==> config.mk <==
export PLATFORM = sky130hd
export DESIGN_NAME = sorted_timer_queue_top
export DESIGN_NICKNAME = d
export VERILOG_FILES = /design/src/rtl/stq_pkg.sv /design/src/rtl/stq_alu.sv /design/src/rtl/sorted_timer_queue_top.sv
export VERILOG_INCLUDE_DIRS = /design/src /design/src/rtl
export SDC_FILE = /design/constraint.sdc
export NUM_CORES = 2
export LEC_CHECK = 0
export BUFFER_PORTS_ARGS = -buffer_cell sky130_fd_sc_hd__buf_2
export CAP_MARGIN = 0
export CORE_MARGIN = 1
export CORE_UTILIZATION = 55
export CTS_CLUSTER_DIAMETER = 60
export DETAILED_ROUTE_END_ITERATION = 12
export PLACE_DENSITY = 0.72
export SLEW_MARGIN = 20
export SYNTH_ARGS = -nofsm -noshare
export SYNTH_HDL_FRONTEND = slang
export SYNTH_SLANG_ARGS = --single-unit
==> constraint.sdc <==
create_clock -name clk_i -period 25.7 [get_ports clk_i]
set_clock_uncertainty 0.05 [all_clocks]
set_input_delay 5.14 -clock clk_i [delete_from_list [all_inputs] [get_ports clk_i]]
set_output_delay 5.14 -clock clk_i [all_outputs]
set_load 0.01 [all_outputs]
==> src/rtl/sorted_timer_queue_top_macros.svh <==
// Assertion macros shared by the timer queue RTL.
`ifndef SORTED_TIMER_QUEUE_TOP_MACROS_SVH
`define SORTED_TIMER_QUEUE_TOP_MACROS_SVH

// Condition that must hold at every clock edge out of reset.
`define STQ_ASSERT_ALWAYS(lbl, clk, rstn, cond) \
  lbl: assert property (@(posedge clk) disable iff (!rstn) (cond)) \
    else $error("timer queue check failed");

// Consequence that must hold in the same cycle as the antecedent.
`define STQ_ASSERT_IMPLIES(lbl, clk, rstn, ante, cons) \
  lbl: assert property (@(posedge clk) disable iff (!rstn) (ante) |-> (cons)) \
    else $error("timer queue check failed");

// Consequence that must hold in the cycle after the antecedent.
`define STQ_ASSERT_NEXT(lbl, clk, rstn, ante, cons) \
  lbl: assert property (@(posedge clk) disable iff (!rstn) (ante) |=> (cons)) \
    else $error("timer queue check failed");

`endif

==> src/rtl/stq_pkg.sv <==
package stq_pkg;

  localparam int TIME_W      = 63;
  localparam int ID_W        = 4;
  localparam int MAX_RESULTS = 16;
  localparam int FIRE_W      = $clog2(MAX_RESULTS + 1);

  localparam logic [2:0] CMD_START       = 3'd0;
  localparam logic [2:0] CMD_START_DELTA = 3'd1;
  localparam logic [2:0] CMD_STOP        = 3'd2;
  localparam logic [2:0] CMD_RUN         = 3'd3;
  localparam logic [2:0] CMD_NEXT        = 3'd4;
  localparam logic [2:0] CMD_ADD         = 3'd5;

  localparam logic [2:0] EV_STARTED   = 3'd0;
  localparam logic [2:0] EV_STOPPED   = 3'd1;
  localparam logic [2:0] EV_FIRED     = 3'd2;
  localparam logic [2:0] EV_UNCHANGED = 3'd3;
  localparam logic [2:0] EV_ADDED     = 3'd4;
  localparam logic [2:0] EV_REJECTED  = 3'd5;
  localparam logic [2:0] EV_NEXT      = 3'd6;
  localparam logic [2:0] EV_NOTHING   = 3'd7;

  typedef struct packed {
    logic [2:0]        cmd;
    logic [ID_W-1:0]   timer_id;
    logic [TIME_W-1:0] time_value;
    logic [TIME_W-1:0] now;
  } req_t;

  typedef struct packed {
    logic [2:0]        event_res;
    logic [ID_W-1:0]   event_timer;
    logic              was_scheduled;
    logic [TIME_W-1:0] remaining;
    logic              queue_empty;
    logic              last;
  } res_t;

  // Outcome of the shared adder.
  typedef struct packed {
    logic              lt;
    logic              eq;
    logic [TIME_W-1:0] value;
  } alu_res_t;

  typedef enum logic [3:0] {
    ST_IDLE,
    ST_DISPATCH,
    ST_START_CHK,
    ST_EQ_CHK,
    ST_UL_RD,
    ST_UL_CHK,
    ST_LK_START,
    ST_LK_RD,
    ST_LK_EXP,
    ST_LK_CMP,
    ST_RUN_CHK,
    ST_RUN_ORD,
    ST_RUN_CMP,
    ST_RUN_END,
    ST_NX_ORD,
    ST_NX_CMP
  } st_e;

  // Where the sequencer resumes once an unlink walk is over.
  typedef enum logic [1:0] {
    RET_STOP,
    RET_RESTART,
    RET_RUN
  } ret_e;

endpackage

==> src/rtl/stq_alu.sv <==
module stq_alu (
  input  logic [stq_pkg::TIME_W-1:0] a_i,
  input  logic [stq_pkg::TIME_W-1:0] b_i,
  input  logic                       sub_i,
  output stq_pkg::alu_res_t          res_o
);

  logic [stq_pkg::TIME_W:0] b_ext;
  logic [stq_pkg::TIME_W:0] sum;

  // Both operands stay below 2^63, so the top bit of a - b is its sign and
  // the top bit of a + b is the overflow that saturates.
  assign b_ext = sub_i ? ~{1'b0, b_i} : {1'b0, b_i};
  assign sum   = {1'b0, a_i} + b_ext + {{stq_pkg::TIME_W{1'b0}}, sub_i};

  always_comb begin
    res_o.lt = sub_i & sum[stq_pkg::TIME_W];
    res_o.eq = sub_i & (sum == '0);
    if (sub_i) begin
      res_o.value = sum[stq_pkg::TIME_W] ? '0 : sum[stq_pkg::TIME_W-1:0];
    end else begin
      res_o.value = sum[stq_pkg::TIME_W] ? '1 : sum[stq_pkg::TIME_W-1:0];
    end
  end

endmodule

==> src/rtl/sorted_timer_queue_top.sv <==
// Channel  | Direction | Handshake                      | Payload
// request  | in        | start high and busy low        | req_i (cmd, timer_id, time, now)
// result   | out       | res_valid_o, one-cycle strobe  | res_o (event, timer, ..., last)
//
// Invalid requests, and a next on an empty queue, are answered at dispatch. A
// stop walks the order list to unlink its timer; a restart unlinks it, then
// walks back from the tail to relink. A run unlinks each fired timer in turn.
// The walks, one order memory read per step, and the shared adder set the time.
// Reset clears the pending flags and the count; memories need no clearing pass.
// Results are strobed and cannot be stalled; busy stays high until the last one.
`include "sorted_timer_queue_top_macros.svh"

module sorted_timer_queue_top #(
  parameter int NUM_TIMERS = 16
) (
  input  logic          clk_i,
  input  logic          rst_ni,
  input  logic          start,
  output logic          busy,
  input  stq_pkg::req_t req_i,
  output logic          res_valid_o,
  output stq_pkg::res_t res_o
);

  localparam int AddrW = (NUM_TIMERS > 1) ? $clog2(NUM_TIMERS) : 1;
  localparam int CntW  = $clog2(NUM_TIMERS + 1);

  stq_pkg::st_e  state_q, state_d;
  stq_pkg::req_t req_q, req_d;
  stq_pkg::ret_e ret_q, ret_d;
  stq_pkg::res_t res_q, emit_res;
  logic          res_valid_q, emit_v;

  logic [CntW-1:0]               cnt_q, cnt_d;
  logic [CntW-1:0]               idx_q, idx_d, idx_m1;
  logic [NUM_TIMERS-1:0]         pend_q, pend_d;
  logic                          found_q, found_d;
  logic                          was_q, was_d;
  logic [stq_pkg::ID_W-1:0]      cur_q, cur_d;
  logic [stq_pkg::TIME_W-1:0]    exp_q, exp_d;
  logic [stq_pkg::FIRE_W-1:0]    fired_q, fired_d;
  logic                          hold_v_q, hold_v_d;
  logic [stq_pkg::ID_W-1:0]      hold_id_q, hold_id_d;

  logic [stq_pkg::ID_W-1:0]   ord_mem [NUM_TIMERS];
  logic [stq_pkg::TIME_W-1:0] exp_mem [NUM_TIMERS];
  logic [stq_pkg::ID_W-1:0]   ord_rd_q;
  logic [stq_pkg::TIME_W-1:0] exp_rd_q;
  logic                       ord_re, ord_we, exp_re, exp_we;
  logic [AddrW-1:0]           ord_raddr, ord_waddr, exp_raddr, exp_waddr;
  logic [stq_pkg::ID_W-1:0]   ord_wdata;
  logic [stq_pkg::TIME_W-1:0] exp_wdata;

  logic [stq_pkg::TIME_W-1:0] alu_a, alu_b;
  logic                       alu_sub;
  stq_pkg::alu_res_t          alu_res;

  logic             id_ok, slot_was, cnt_zero, cnt_full, lk_greater, run_stop;
  logic [AddrW-1:0] req_slot, cur_slot;

  function automatic stq_pkg::res_t mk_res(logic [2:0] ev, logic [stq_pkg::ID_W-1:0] id,
                                           logic was, logic lst);
    stq_pkg::res_t r;
    r               = '0;
    r.event_res     = ev;
    r.event_timer   = id;
    r.was_scheduled = was;
    r.last          = lst;
    return r;
  endfunction

  assign busy        = (state_q != stq_pkg::ST_IDLE);
  assign res_valid_o = res_valid_q;
  assign res_o       = res_q;

  assign req_slot   = AddrW'(req_q.timer_id);
  assign cur_slot   = AddrW'(cur_q);
  assign id_ok      = (32'(req_q.timer_id) < 32'(NUM_TIMERS));
  assign slot_was   = pend_q[req_slot];
  assign cnt_zero   = (cnt_q == '0);
  assign cnt_full   = (cnt_q == CntW'(NUM_TIMERS));
  assign idx_m1     = idx_q - 1'b1;
  assign lk_greater = !alu_res.lt && !alu_res.eq;
  assign run_stop   = cnt_zero || (fired_q == stq_pkg::FIRE_W'(stq_pkg::MAX_RESULTS));

  // Shared adder: the saturating sum for a relative start, every expiry compare
  // and the time left to the head all go through it.
  always_comb begin
    alu_sub = (state_q != stq_pkg::ST_DISPATCH);
    alu_a   = (state_q == stq_pkg::ST_DISPATCH) ? req_q.now : exp_rd_q;
    if (state_q == stq_pkg::ST_DISPATCH) begin
      alu_b = req_q.time_value;
    end else if (state_q == stq_pkg::ST_EQ_CHK || state_q == stq_pkg::ST_LK_CMP) begin
      alu_b = exp_q;
    end else begin
      alu_b = req_q.now;
    end
  end

  stq_alu u_alu (
    .a_i   (alu_a),
    .b_i   (alu_b),
    .sub_i (alu_sub),
    .res_o (alu_res)
  );

  // Next state.
  always_comb begin
    state_d = state_q;
    case (state_q)
      stq_pkg::ST_IDLE: begin
        if (start) state_d = stq_pkg::ST_DISPATCH;
      end
      stq_pkg::ST_DISPATCH: begin
        case (req_q.cmd)
          stq_pkg::CMD_RUN: state_d = stq_pkg::ST_RUN_CHK;
          stq_pkg::CMD_NEXT: state_d = cnt_zero ? stq_pkg::ST_IDLE : stq_pkg::ST_NX_ORD;
          stq_pkg::CMD_STOP: begin
            state_d = (id_ok && slot_was) ? stq_pkg::ST_UL_RD : stq_pkg::ST_IDLE;
          end
          stq_pkg::CMD_ADD: begin
            state_d = (id_ok && !slot_was) ? stq_pkg::ST_LK_START : stq_pkg::ST_IDLE;
          end
          stq_pkg::CMD_START, stq_pkg::CMD_START_DELTA: begin
            state_d = id_ok ? stq_pkg::ST_START_CHK : stq_pkg::ST_IDLE;
          end
          default: state_d = stq_pkg::ST_IDLE;
        endcase
      end
      stq_pkg::ST_START_CHK: state_d = was_q ? stq_pkg::ST_EQ_CHK : stq_pkg::ST_LK_START;
      stq_pkg::ST_EQ_CHK: state_d = alu_res.eq ? stq_pkg::ST_IDLE : stq_pkg::ST_UL_RD;
      stq_pkg::ST_UL_RD: begin
        if (idx_q == cnt_q) begin
          case (ret_q)
            stq_pkg::RET_RESTART: state_d = stq_pkg::ST_LK_START;
            stq_pkg::RET_RUN: state_d = stq_pkg::ST_RUN_CHK;
            default: state_d = stq_pkg::ST_IDLE;
          endcase
        end else begin
          state_d = stq_pkg::ST_UL_CHK;
        end
      end
      stq_pkg::ST_UL_CHK: state_d = stq_pkg::ST_UL_RD;
      stq_pkg::ST_LK_START: state_d = cnt_full ? stq_pkg::ST_IDLE : stq_pkg::ST_LK_RD;
      stq_pkg::ST_LK_RD: state_d = (idx_q == '0) ? stq_pkg::ST_IDLE : stq_pkg::ST_LK_EXP;
      stq_pkg::ST_LK_EXP: state_d = stq_pkg::ST_LK_CMP;
      stq_pkg::ST_LK_CMP: state_d = lk_greater ? stq_pkg::ST_LK_RD : stq_pkg::ST_IDLE;
      stq_pkg::ST_RUN_CHK: state_d = run_stop ? stq_pkg::ST_RUN_END : stq_pkg::ST_RUN_ORD;
      stq_pkg::ST_RUN_ORD: state_d = stq_pkg::ST_RUN_CMP;
      stq_pkg::ST_RUN_CMP: state_d = alu_res.lt ? stq_pkg::ST_UL_RD : stq_pkg::ST_RUN_END;
      stq_pkg::ST_RUN_END: state_d = stq_pkg::ST_IDLE;
      stq_pkg::ST_NX_ORD: state_d = stq_pkg::ST_NX_CMP;
      stq_pkg::ST_NX_CMP: state_d = stq_pkg::ST_IDLE;
      default: state_d = stq_pkg::ST_IDLE;
    endcase
  end

  // Datapath control and results.
  always_comb begin
    req_d     = req_q;
    ret_d     = ret_q;
    cnt_d     = cnt_q;
    idx_d     = idx_q;
    pend_d    = pend_q;
    found_d   = found_q;
    was_d     = was_q;
    cur_d     = cur_q;
    exp_d     = exp_q;
    fired_d   = fired_q;
    hold_v_d  = hold_v_q;
    hold_id_d = hold_id_q;
    emit_v    = 1'b0;
    emit_res  = '0;
    ord_re    = 1'b0;
    ord_raddr = '0;
    ord_we    = 1'b0;
    ord_waddr = idx_q[AddrW-1:0];
    ord_wdata = cur_q;
    exp_re    = 1'b0;
    exp_raddr = cur_slot;
    exp_we    = 1'b0;
    exp_waddr = cur_slot;
    exp_wdata = exp_q;

    case (state_q)
      stq_pkg::ST_IDLE: begin
        if (start) req_d = req_i;
      end
      stq_pkg::ST_DISPATCH: begin
        cur_d   = req_q.timer_id;
        idx_d   = '0;
        found_d = 1'b0;
        was_d   = id_ok && slot_was;
        ret_d   = stq_pkg::RET_STOP;
        exp_d   = (req_q.cmd == stq_pkg::CMD_START_DELTA) ? alu_res.value : req_q.time_value;
        case (req_q.cmd)
          stq_pkg::CMD_RUN: begin
            fired_d  = '0;
            hold_v_d = 1'b0;
          end
          stq_pkg::CMD_NEXT: begin
            if (cnt_zero) begin
              emit_v               = 1'b1;
              emit_res             = mk_res(stq_pkg::EV_NEXT, '0, 1'b0, 1'b1);
              emit_res.queue_empty = 1'b1;
            end else begin
              ord_re = 1'b1;
            end
          end
          stq_pkg::CMD_STOP, stq_pkg::CMD_ADD, stq_pkg::CMD_START,
          stq_pkg::CMD_START_DELTA: begin
            if (!id_ok) begin
              emit_v   = 1'b1;
              emit_res = mk_res(stq_pkg::EV_REJECTED, req_q.timer_id, 1'b0, 1'b1);
            end else if (req_q.cmd == stq_pkg::CMD_STOP && !slot_was) begin
              emit_v   = 1'b1;
              emit_res = mk_res(stq_pkg::EV_NOTHING, req_q.timer_id, 1'b0, 1'b1);
            end else if (req_q.cmd == stq_pkg::CMD_ADD && slot_was) begin
              emit_v   = 1'b1;
              emit_res = mk_res(stq_pkg::EV_REJECTED, req_q.timer_id, 1'b1, 1'b1);
            end
          end
          default: begin
            emit_v   = 1'b1;
            emit_res = mk_res(stq_pkg::EV_NOTHING, '0, 1'b0, 1'b1);
          end
        endcase
      end
      stq_pkg::ST_START_CHK: begin
        exp_re = was_q;
      end
      stq_pkg::ST_EQ_CHK: begin
        if (alu_res.eq) begin
          emit_v   = 1'b1;
          emit_res = mk_res(stq_pkg::EV_UNCHANGED, cur_q, 1'b1, 1'b1);
        end else begin
          ret_d   = stq_pkg::RET_RESTART;
          idx_d   = '0;
          found_d = 1'b0;
        end
      end
      stq_pkg::ST_UL_RD: begin
        if (idx_q == cnt_q) begin
          cnt_d            = cnt_q - 1'b1;
          pend_d[cur_slot] = 1'b0;
          case (ret_q)
            stq_pkg::RET_STOP: begin
              emit_v   = 1'b1;
              emit_res = mk_res(stq_pkg::EV_STOPPED, cur_q, 1'b1, 1'b1);
            end
            stq_pkg::RET_RESTART: begin
              emit_v   = 1'b1;
              emit_res = mk_res(stq_pkg::EV_STOPPED, cur_q, 1'b1, 1'b0);
            end
            default: ;
          endcase
        end else begin
          ord_re    = 1'b1;
          ord_raddr = idx_q[AddrW-1:0];
        end
      end
      stq_pkg::ST_UL_CHK: begin
        // Once the slot is found, every later entry moves up by one place.
        if (found_q) begin
          ord_we    = 1'b1;
          ord_waddr = idx_m1[AddrW-1:0];
          ord_wdata = ord_rd_q;
        end
        if (ord_rd_q == cur_q) found_d = 1'b1;
        idx_d = idx_q + 1'b1;
      end
      stq_pkg::ST_LK_START: begin
        idx_d = cnt_q;
        if (cnt_full) begin
          emit_v = 1'b1;
          if (req_q.cmd == stq_pkg::CMD_ADD) begin
            emit_res = mk_res(stq_pkg::EV_ADDED, cur_q, 1'b0, 1'b1);
          end else begin
            emit_res = mk_res(stq_pkg::EV_STARTED, cur_q, was_q, 1'b1);
          end
        end
      end
      stq_pkg::ST_LK_RD, stq_pkg::ST_LK_CMP: begin
        // The list is walked from its tail; entries that expire later than
        // the new one move down, and the new slot lands after all equal ones.
        if (state_q == stq_pkg::ST_LK_RD && idx_q != '0) begin
          ord_re    = 1'b1;
          ord_raddr = idx_m1[AddrW-1:0];
        end else if (state_q == stq_pkg::ST_LK_CMP && lk_greater) begin
          ord_we    = 1'b1;
          ord_wdata = ord_rd_q;
          idx_d     = idx_m1;
        end else begin
          ord_we           = 1'b1;
          exp_we           = 1'b1;
          pend_d[cur_slot] = 1'b1;
          cnt_d            = cnt_q + 1'b1;
          emit_v           = 1'b1;
          if (req_q.cmd == stq_pkg::CMD_ADD) begin
            emit_res = mk_res(stq_pkg::EV_ADDED, cur_q, 1'b0, 1'b1);
          end else begin
            emit_res = mk_res(stq_pkg::EV_STARTED, cur_q, was_q, 1'b1);
          end
        end
      end
      stq_pkg::ST_LK_EXP, stq_pkg::ST_RUN_ORD, stq_pkg::ST_NX_ORD: begin
        exp_re    = 1'b1;
        exp_raddr = AddrW'(ord_rd_q);
      end
      stq_pkg::ST_RUN_CHK: begin
        ord_re = !run_stop;
      end
      stq_pkg::ST_RUN_CMP: begin
        // A fired timer is held back one step so that the final one of the
        // run can carry the last mark.
        if (alu_res.lt) begin
          if (hold_v_q) begin
            emit_v   = 1'b1;
            emit_res = mk_res(stq_pkg::EV_FIRED, hold_id_q, 1'b1, 1'b0);
          end
          hold_v_d  = 1'b1;
          hold_id_d = ord_rd_q;
          fired_d   = fired_q + 1'b1;
          cur_d     = ord_rd_q;
          ret_d     = stq_pkg::RET_RUN;
          idx_d     = '0;
          found_d   = 1'b0;
        end
      end
      stq_pkg::ST_RUN_END: begin
        emit_v = 1'b1;
        if (hold_v_q) begin
          emit_res = mk_res(stq_pkg::EV_FIRED, hold_id_q, 1'b1, 1'b1);
        end else begin
          emit_res = mk_res(stq_pkg::EV_NOTHING, '0, 1'b0, 1'b1);
        end
      end
      stq_pkg::ST_NX_CMP: begin
        emit_v             = 1'b1;
        emit_res           = mk_res(stq_pkg::EV_NEXT, ord_rd_q, 1'b0, 1'b1);
        emit_res.remaining = alu_res.value;
      end
      default: ;
    endcase
  end

  always_ff @(posedge clk_i or negedge rst_ni) begin
    if (!rst_ni) begin
      state_q     <= stq_pkg::ST_IDLE;
      cnt_q       <= '0;
      idx_q       <= '0;
      pend_q      <= '0;
      found_q     <= 1'b0;
      fired_q     <= '0;
      hold_v_q    <= 1'b0;
      res_valid_q <= 1'b0;
      ret_q       <= stq_pkg::RET_STOP;
    end else begin
      state_q     <= state_d;
      cnt_q       <= cnt_d;
      idx_q       <= idx_d;
      pend_q      <= pend_d;
      found_q     <= found_d;
      fired_q     <= fired_d;
      hold_v_q    <= hold_v_d;
      res_valid_q <= emit_v;
      ret_q       <= ret_d;
    end
  end

  always_ff @(posedge clk_i) begin
    req_q     <= req_d;
    was_q     <= was_d;
    cur_q     <= cur_d;
    exp_q     <= exp_d;
    hold_id_q <= hold_id_d;
    if (emit_v) res_q <= emit_res;
  end

  // Order list and expiry table, one write and one registered read each.
  always_ff @(posedge clk_i) begin
    if (ord_we) ord_mem[ord_waddr] <= ord_wdata;
    if (ord_re) ord_rd_q <= ord_mem[ord_raddr];
  end

  always_ff @(posedge clk_i) begin
    if (exp_we) exp_mem[exp_waddr] <= exp_wdata;
    if (exp_re) exp_rd_q <= exp_mem[exp_raddr];
  end

  `STQ_ASSERT_ALWAYS(a_cnt_bound, clk_i, rst_ni, 32'(cnt_q) <= 32'(NUM_TIMERS))
  `STQ_ASSERT_IMPLIES(a_cnt_matches_flags, clk_i, rst_ni, state_q == stq_pkg::ST_IDLE, $countones(pend_q) == 32'(cnt_q))
  `STQ_ASSERT_IMPLIES(a_idle_after_last, clk_i, rst_ni, res_valid_o && !busy, res_o.last)
  `STQ_ASSERT_NEXT(a_busy_after_accept, clk_i, rst_ni, start && !busy, busy)

endmodule

==> Word-level counts from Yosys, hierarchy flattened <==
Memories as Yosys holds them, arrays and structs flattened. A register that Yosys moved wholly into a read port is not among the register bits.
Cells that the tools add are included.
{ "word_totals": {"wordCells": 223, "memories": 2, "ff_bits": 318, "ramBits": 1072, "output_inout_bits": 75} }
{ "memory_table": {"columns": ["memory", "depth", "word_bits", "read_ports", "rd_ports_with_merged_regs", "wr", "line_no", "text"], "rows": [
  ["exp_mem", 16, 63, 1, 1, 1, "sorted_timer_queue_top.sv:46", "logic [stq_pkg::TIME_W-1:0] exp_mem [NUM_TIMERS];"],
  ["ord_mem", 16, 4, 1, 1, 1, "sorted_timer_queue_top.sv:45", "logic [stq_pkg::ID_W-1:0] ord_mem [NUM_TIMERS];"]
]} }
{ "classes": {"muxes": 107, "n_reduce_logical": 39, "order_cmp": 3, "n_addsub": 7, "bitwise": 6, "n_eq_ne": 36} }
{ "ops": {"columns": ["cell", "n"], "rows": [
  ["$mux W73", 8],
  ["$pmux W73 S8", 1],
  ["$mux W63", 7],
  ["$pmux W73 S3", 1],
  ["$mux W72", 3],
  ["$pmux W71 S2", 1],
  ["$mux W71", 1],
  ["$add A63 B64 Y64", 1],
  ["$add A64 B1 Y64", 1],
  ["$logic_not A64 Y1", 1],
  ["$mux W64", 1],
  ["$not A63 Y64", 1],
  ["$pmux W4 S15", 1],
  ["$mux W4", 14],
  ["$mux W16", 3],
  ["$mux W5", 9],
  ["$eq A4 B4 Y1 const B", 8],
  ["$pmux W16 S2", 1],
  ["$pmux W4 S2", 4],
  ["$pmux W5 S6", 1],
  ["$mux W1", 29],
  ["$mux W3", 7],
  ["$pmux W4 S5", 1],
  ["$pmux W5 S2", 2],
  ["other kinds (49)", 91]
]} }

==> Longest topological paths before layout <==
{ "depth": {"word_depth": 18, "mapped_depth": 34} }

==> By module <==
A second synthesis with hierarchy kept.
{ "hier_totals": {"cells_unflattened": 4432, "hier_area_um2": 65360.2} }
{ "by_module_without_submodules": {"columns": ["mod", "n_inst", "seq_area_each_um2", "area_per_inst_um2", "cells_each"], "rows": [
  ["sorted_timer_queue_top", 1, 43551.8, 59925.0, 3600],
  ["stq_alu", 1, 0.0, 5435.2, 832]
]} }

==> Worst setup path before layout <==
OpenSTA, ideal clock, no wires.
{ "synth_timing": {"path_kind": "reg-to-reg", "start": "register state_q[1]", "end": "memory exp_mem[0][0] (netlist name) (enable)", "arrival_time_ps": 11661, "stages_incl_launch_ff": 33, "setup_time_ps": 561, "synth_period_minus_slack_ps": 12272, "n_path_buf": 7, "setup_slack_ps": 13428, "path_cell_list": "dfrtp_1 -> nand2b_1 -> buf_2 -> or3_1 -> buf_2 -> clkinv_2 -> clkbuf_1 -> buf_1 -> nand2_1 -> nand2_1 -> ha_1 -> clkbuf_1 -> a21oi_1 -> o21ai_1 -> a21o_1 -> a21o_1 -> a2111oi_0 -> a31oi_1 -> a21o_1 -> a21o_1 -> a21oi_1 -> nor2_1 -> nor2_1 -> ha_1 -> clkbuf_1 -> nand2_1 -> mux2i_1 -> and4b_1 -> and4_1 -> and3_2 -> o21ai_2 -> buf_2 -> nor3_1"} }
{ "synth_between": {"elab_chain_cells": 18, "word_cells_on_any_way": 27} }
{ "synth_lines": {"columns": ["item", "line_no", "text"], "rows": [
  ["start: declaration", "sorted_timer_queue_top.sv:28", "stq_pkg::st_e state_q, state_d;"],
  ["start signal: assignment", "sorted_timer_queue_top.sv:349", "state_q <= stq_pkg::ST_IDLE;"],
  ["start signal: assignment", "sorted_timer_queue_top.sv:359", "state_q <= state_d;"],
  ["$eq A4 B2 Y1 or $eq A4 B4 Y1 (tied branches)", "sorted_timer_queue_top.sv:93, sorted_timer_queue_top.sv:185, sorted_timer_queue_top.sv:289", null],
  ["$logic_or A1 B1 Y1", "sorted_timer_queue_top.sv:93", "end else if (state_q == stq_pkg::ST_EQ_CHK || state_q == stq_pkg::ST_LK_CMP) begin"],
  ["$mux W63", "sorted_timer_queue_top.sv:93", null],
  ["$mux W63", "sorted_timer_queue_top.sv:91", "if (state_q == stq_pkg::ST_DISPATCH) begin"],
  ["$not A63 Y64", "stq_alu.sv:13", "assign b_ext = sub_i ? ~{1'b0, b_i} : {1'b0, b_i};"],
  ["$mux W64", "stq_alu.sv:13", null],
  ["$add A63 B64 Y64", "stq_alu.sv:14", "assign sum = {1'b0, a_i} + b_ext + {{stq_pkg::TIME_W{1'b0}}, sub_i};"],
  ["$add A64 B1 Y64", "stq_alu.sv:14", null],
  ["[... 2 more ...]", null, null],
  ["$logic_not A1 Y1", "sorted_timer_queue_top.sv:83", "assign lk_greater = !alu_res.lt && !alu_res.eq;"],
  ["$logic_and A1 B1 Y1", "sorted_timer_queue_top.sv:83", null],
  ["$logic_and A1 B1 Y1", "sorted_timer_queue_top.sv:289", "end else if (state_q == stq_pkg::ST_LK_CMP && lk_greater) begin"],
  ["$mux W1", "sorted_timer_queue_top.sv:289", null],
  ["$mux W1", "sorted_timer_queue_top.sv:286", "if (state_q == stq_pkg::ST_LK_RD && idx_q != '0) begin"],
  ["$mux W1 (*)", "sorted_timer_queue_top.sv:185", "case (state_q)"],
  ["$mux W1 (*)", "sorted_timer_queue_top.sv:387", "if (exp_we) exp_mem[exp_waddr] <= exp_wdata;"],
  ["$mux W1 (not written as such) (*)", "sorted_timer_queue_top.sv:387", null],
  ["end: declaration", "sorted_timer_queue_top.sv:46", null]
]} }
Every way passes the cells marked *; elsewhere a longest branch is shown, timed or not.

==> Final worst setup path <==
{ "layout_timing": {"start": "register state_q[0]", "end": "memory exp_mem[11][43] (netlist name) (enable)"} }
The elaborated chain is that of the path after synthesis.

==> flow_metrics.env <==
export IMPL_worst_ep_arrival_time_ps=10920
export IMPL_outcome="finished clean"
export IMPL_mostFrequentLayoutCells="edfxtp_1 (1417), nand2_1 (401), a21oi_1 (288), mux4_2 (257), nor2_1 (247)"
export IMPL_syn_cell_area_mm2=0.0631
export IMPL_cts_setup_buffers=0
export IMPL_post_route_min_period_ps=10600
export IMPL_grt_usage=0.283
export IMPL_ctsRootBufferMaster="clkbuf_16"
export IMPL_globalRouteOverflowTotal=0
export IMPL_final_common_cell="edfxtp_1"
export IMPL_fin_crit_sh=0.413
export IMPL_async_flop_share=0.0275
export IMPL_coreArea_mm2=0.113
export IMPL_numPortBuffers=210
export IMPL_cts_buffers=148
export IMPL_drt_wl_total_mm=164
export IMPL_post_drt_wl_per_cell_um=27.9
export IMPL_synth_seq_area_share=0.690
export IMPL_worst_path_max_delay_cell="buf_4"
export IMPL_avgSynthCellArea_um2=15.6
export IMPL_ant_nets=0
export IMPL_die_area_mm2=0.116
export IMPL_clkTransAtPathRegs_ps=60
export IMPL_cellLeakagePower_nw=23.9
export IMPL_rsz0062_at_grt="no"
export IMPL_finalSetupViolCount=0
export IMPL_die_height_um=341
export IMPL_total_power_mw=9.25
export IMPL_ys_flop_type="edfxtp_1"
export IMPL_critPathLaunch="state_q[0]"
export IMPL_ys_ff_latch=1457
export IMPL_crit_top_cell="buf_4"
export IMPL_drive_gt1_frac=0.200
export IMPL_ys_types=96
export IMPL_maxCapViolations=0
export IMPL_required_ps=26020
export IMPL_end_kind="flop"
export IMPL_via_per_inst=6.41
export IMPL_n_fill_cell=8010
export IMPL_finalHoldViolCount=0
export IMPL_synth_fp_nets=4267
export IMPL_worst_pin_slew_ps=1200
export IMPL_htree_num_levels=4
export IMPL_synth_cells=4055
export IMPL_rows=123
export IMPL_ys_warn_count=0
export IMPL_power_density_mw_per_mm2=131
export IMPL_dp_hpwl_mm=104
export IMPL_start_kind="flop"
export IMPL_dr_pass1_iters=8
export IMPL_grt_pass1_wl_mm=241
export IMPL_slew_headroom=0.200
export IMPL_critPathMaxStageDelay_ps=790
export IMPL_layout_nets=4448
export IMPL_clk_latency_ps=770
export IMPL_finalMaxSlewViolations=0
export IMPL_dr_first_iter_drc_count=4776
export IMPL_grt_max_degree=139
export IMPL_path_buf_inv=6
export IMPL_clock_sinks=1457
export IMPL_gp_congestion=0.988
export IMPL_hold_path_class="reg2reg"
export IMPL_ctsHoldBuffers=0
export IMPL_crit_type="reg2reg"
export IMPL_cts_tree="built"
export IMPL_start_util=0.558
export IMPL_worstPathMaxFanout=73
export IMPL_setup_tns_ps=0
export IMPL_ir_drop_mv=0.111
export IMPL_cts_buffer_depth=3
export IMPL_synth_edf_count=1417
export IMPL_antenna_found_initial=3
export IMPL_fmax_mhz=94.3
export IMPL_fp_dieW_um=341
export IMPL_area_growth_pct=12.2
export IMPL_grt_pass1_vias=36613
export IMPL_vias=37561
export IMPL_cpLargestDelayFamily="buffers and inverters"
export IMPL_pin_count=211
export IMPL_drc_errors=0
export IMPL_r2r_start="state_q[0]"
export IMPL_cts_resized_gates=0
[worst paths after layout]
path                                              endpoint  slack, ps  depth (start not counted)
min in group asynchronous                         cnt_q[3]       4480                          1
max in group asynchronous       asynchronous set/reset pin      20490                          1
worst max-delay path                       exp_mem[11][43]      15100                         30
worst min-delay path                                  flop        460                          2
worst max register to register             exp_mem[11][43]      15100                         30
worst min register to register                        flop        460                          2
[through the flow]
step | utilization | setup WS (ps) | cell area (µm²) | cells | hold slack (ps)
3_5_place_dp | 0.582 | 15340 | 65800 | 5586 | 438
3_3_place_gp | 0.582 | 15520 | 65800 | 5584 | 426
2_1_floorplan | - | 13430 | 63100 | 4055 | 410
5_1_grt | 0.626 | 14550 | 70800 | 5855 | 478
6_report | 0.626 | 15100 | 70800 | 5857 | 458
4_1_cts | 0.626 | 15280 | 70800 | 5855 | 456
[state kept, by name, summed over array words and instances (netlist names), 5 cells and up, named ones only]
name	count
cnt_q	5
exp_mem	1008
exp_q	63
exp_rd_q	63
fired_q	5
idx_q	5
ord_mem	64
req_q	129
res_o	73
[kinds of logic (layout without fill, tap and decap cells)]
| group | Yosys count | after routing | share of synthesized area |
|---|---|---|---|
| multiplexers | 413 | 413 | 0.118 |
| flip-flops | 1457 | 1457 | 0.690 |
| adder cells (fa/ha/maj) | 76 | 76 | 0.0153 |
| XOR/XNOR | 57 | 57 | 0.00791 |
| buffers and inverters | 276 | 576 | 0.0170 |
| other | 0 | 2 | 0 |
| AND/OR/NAND/NOR | 990 | 990 | 0.0733 |
| AO/OA/AOI/OAI | 786 | 786 | 0.0782 |
[layer usage]
metal	GRT usage	share of wire	vias to the layer above
met5	0	0.00021	-
met4	0.0977	0.032	6
met3	0.0541	0.091	283
met2	0.440	0.47	1822
met1	0.404	0.41	19089
li1	-	-	16361
[area by class of cell]
cell class / count / area [µm²] / area share
multi-input combinational: 2322 / 18700 / 0.264
timing repair buffer: 271 / 1590 / 0.0224
antenna: 2 / 5.00 / 0.0000707
inverter: 36 / 140 / 0.00198
sequential: 1457 / 43600 / 0.615
tap: 1500 / 1880 / 0.0265
clock buffer: 182 / 3970 / 0.0561
clock inverter: 87 / 952 / 0.0135
[worst reg2reg max path: cells and delay by family (launching register included)]
family | cells | cell delay (ps)
buffers and inverters | 6 | 3480
and+or+nand+nor | 11 | 2760
AOI/OAI and AO/OA | 10 | 2400
DFF | 1 | 770
adders and majority gates | 2 | 510
muxes | 1 | 190
[synth_stat cells, drive strengths merged (34+ instances only)]
master | instances | area share
mux4 | 257 | 0.092
a21oi | 289 | 0.023
a21o | 38 | 0.0045
dfrtp | 40 | 0.016
buf | 46 | 0.0033
o21ai | 163 | 0.013
mux2 | 75 | 0.013
nand2 | 402 | 0.024
a211oi | 110 | 0.013
inv | 34 | 0.0020
nor2 | 248 | 0.015
clkbuf | 194 | 0.012
ha | 74 | 0.015
edfxtp | 1417 | 0.67
nor2b | 75 | 0.0074
nor3 | 67 | 0.0065
mux2i | 81 | 0.013
[report_power, final]
part | internal (mW) | switching [mW] | total [mW]
clock | 1.27 | 0.903 | 2.17
combinational | 1.27 | 2.49 | 3.76
sequential | 3.03 | 0.289 | 3.32
(Power assumes the default switching activity.)
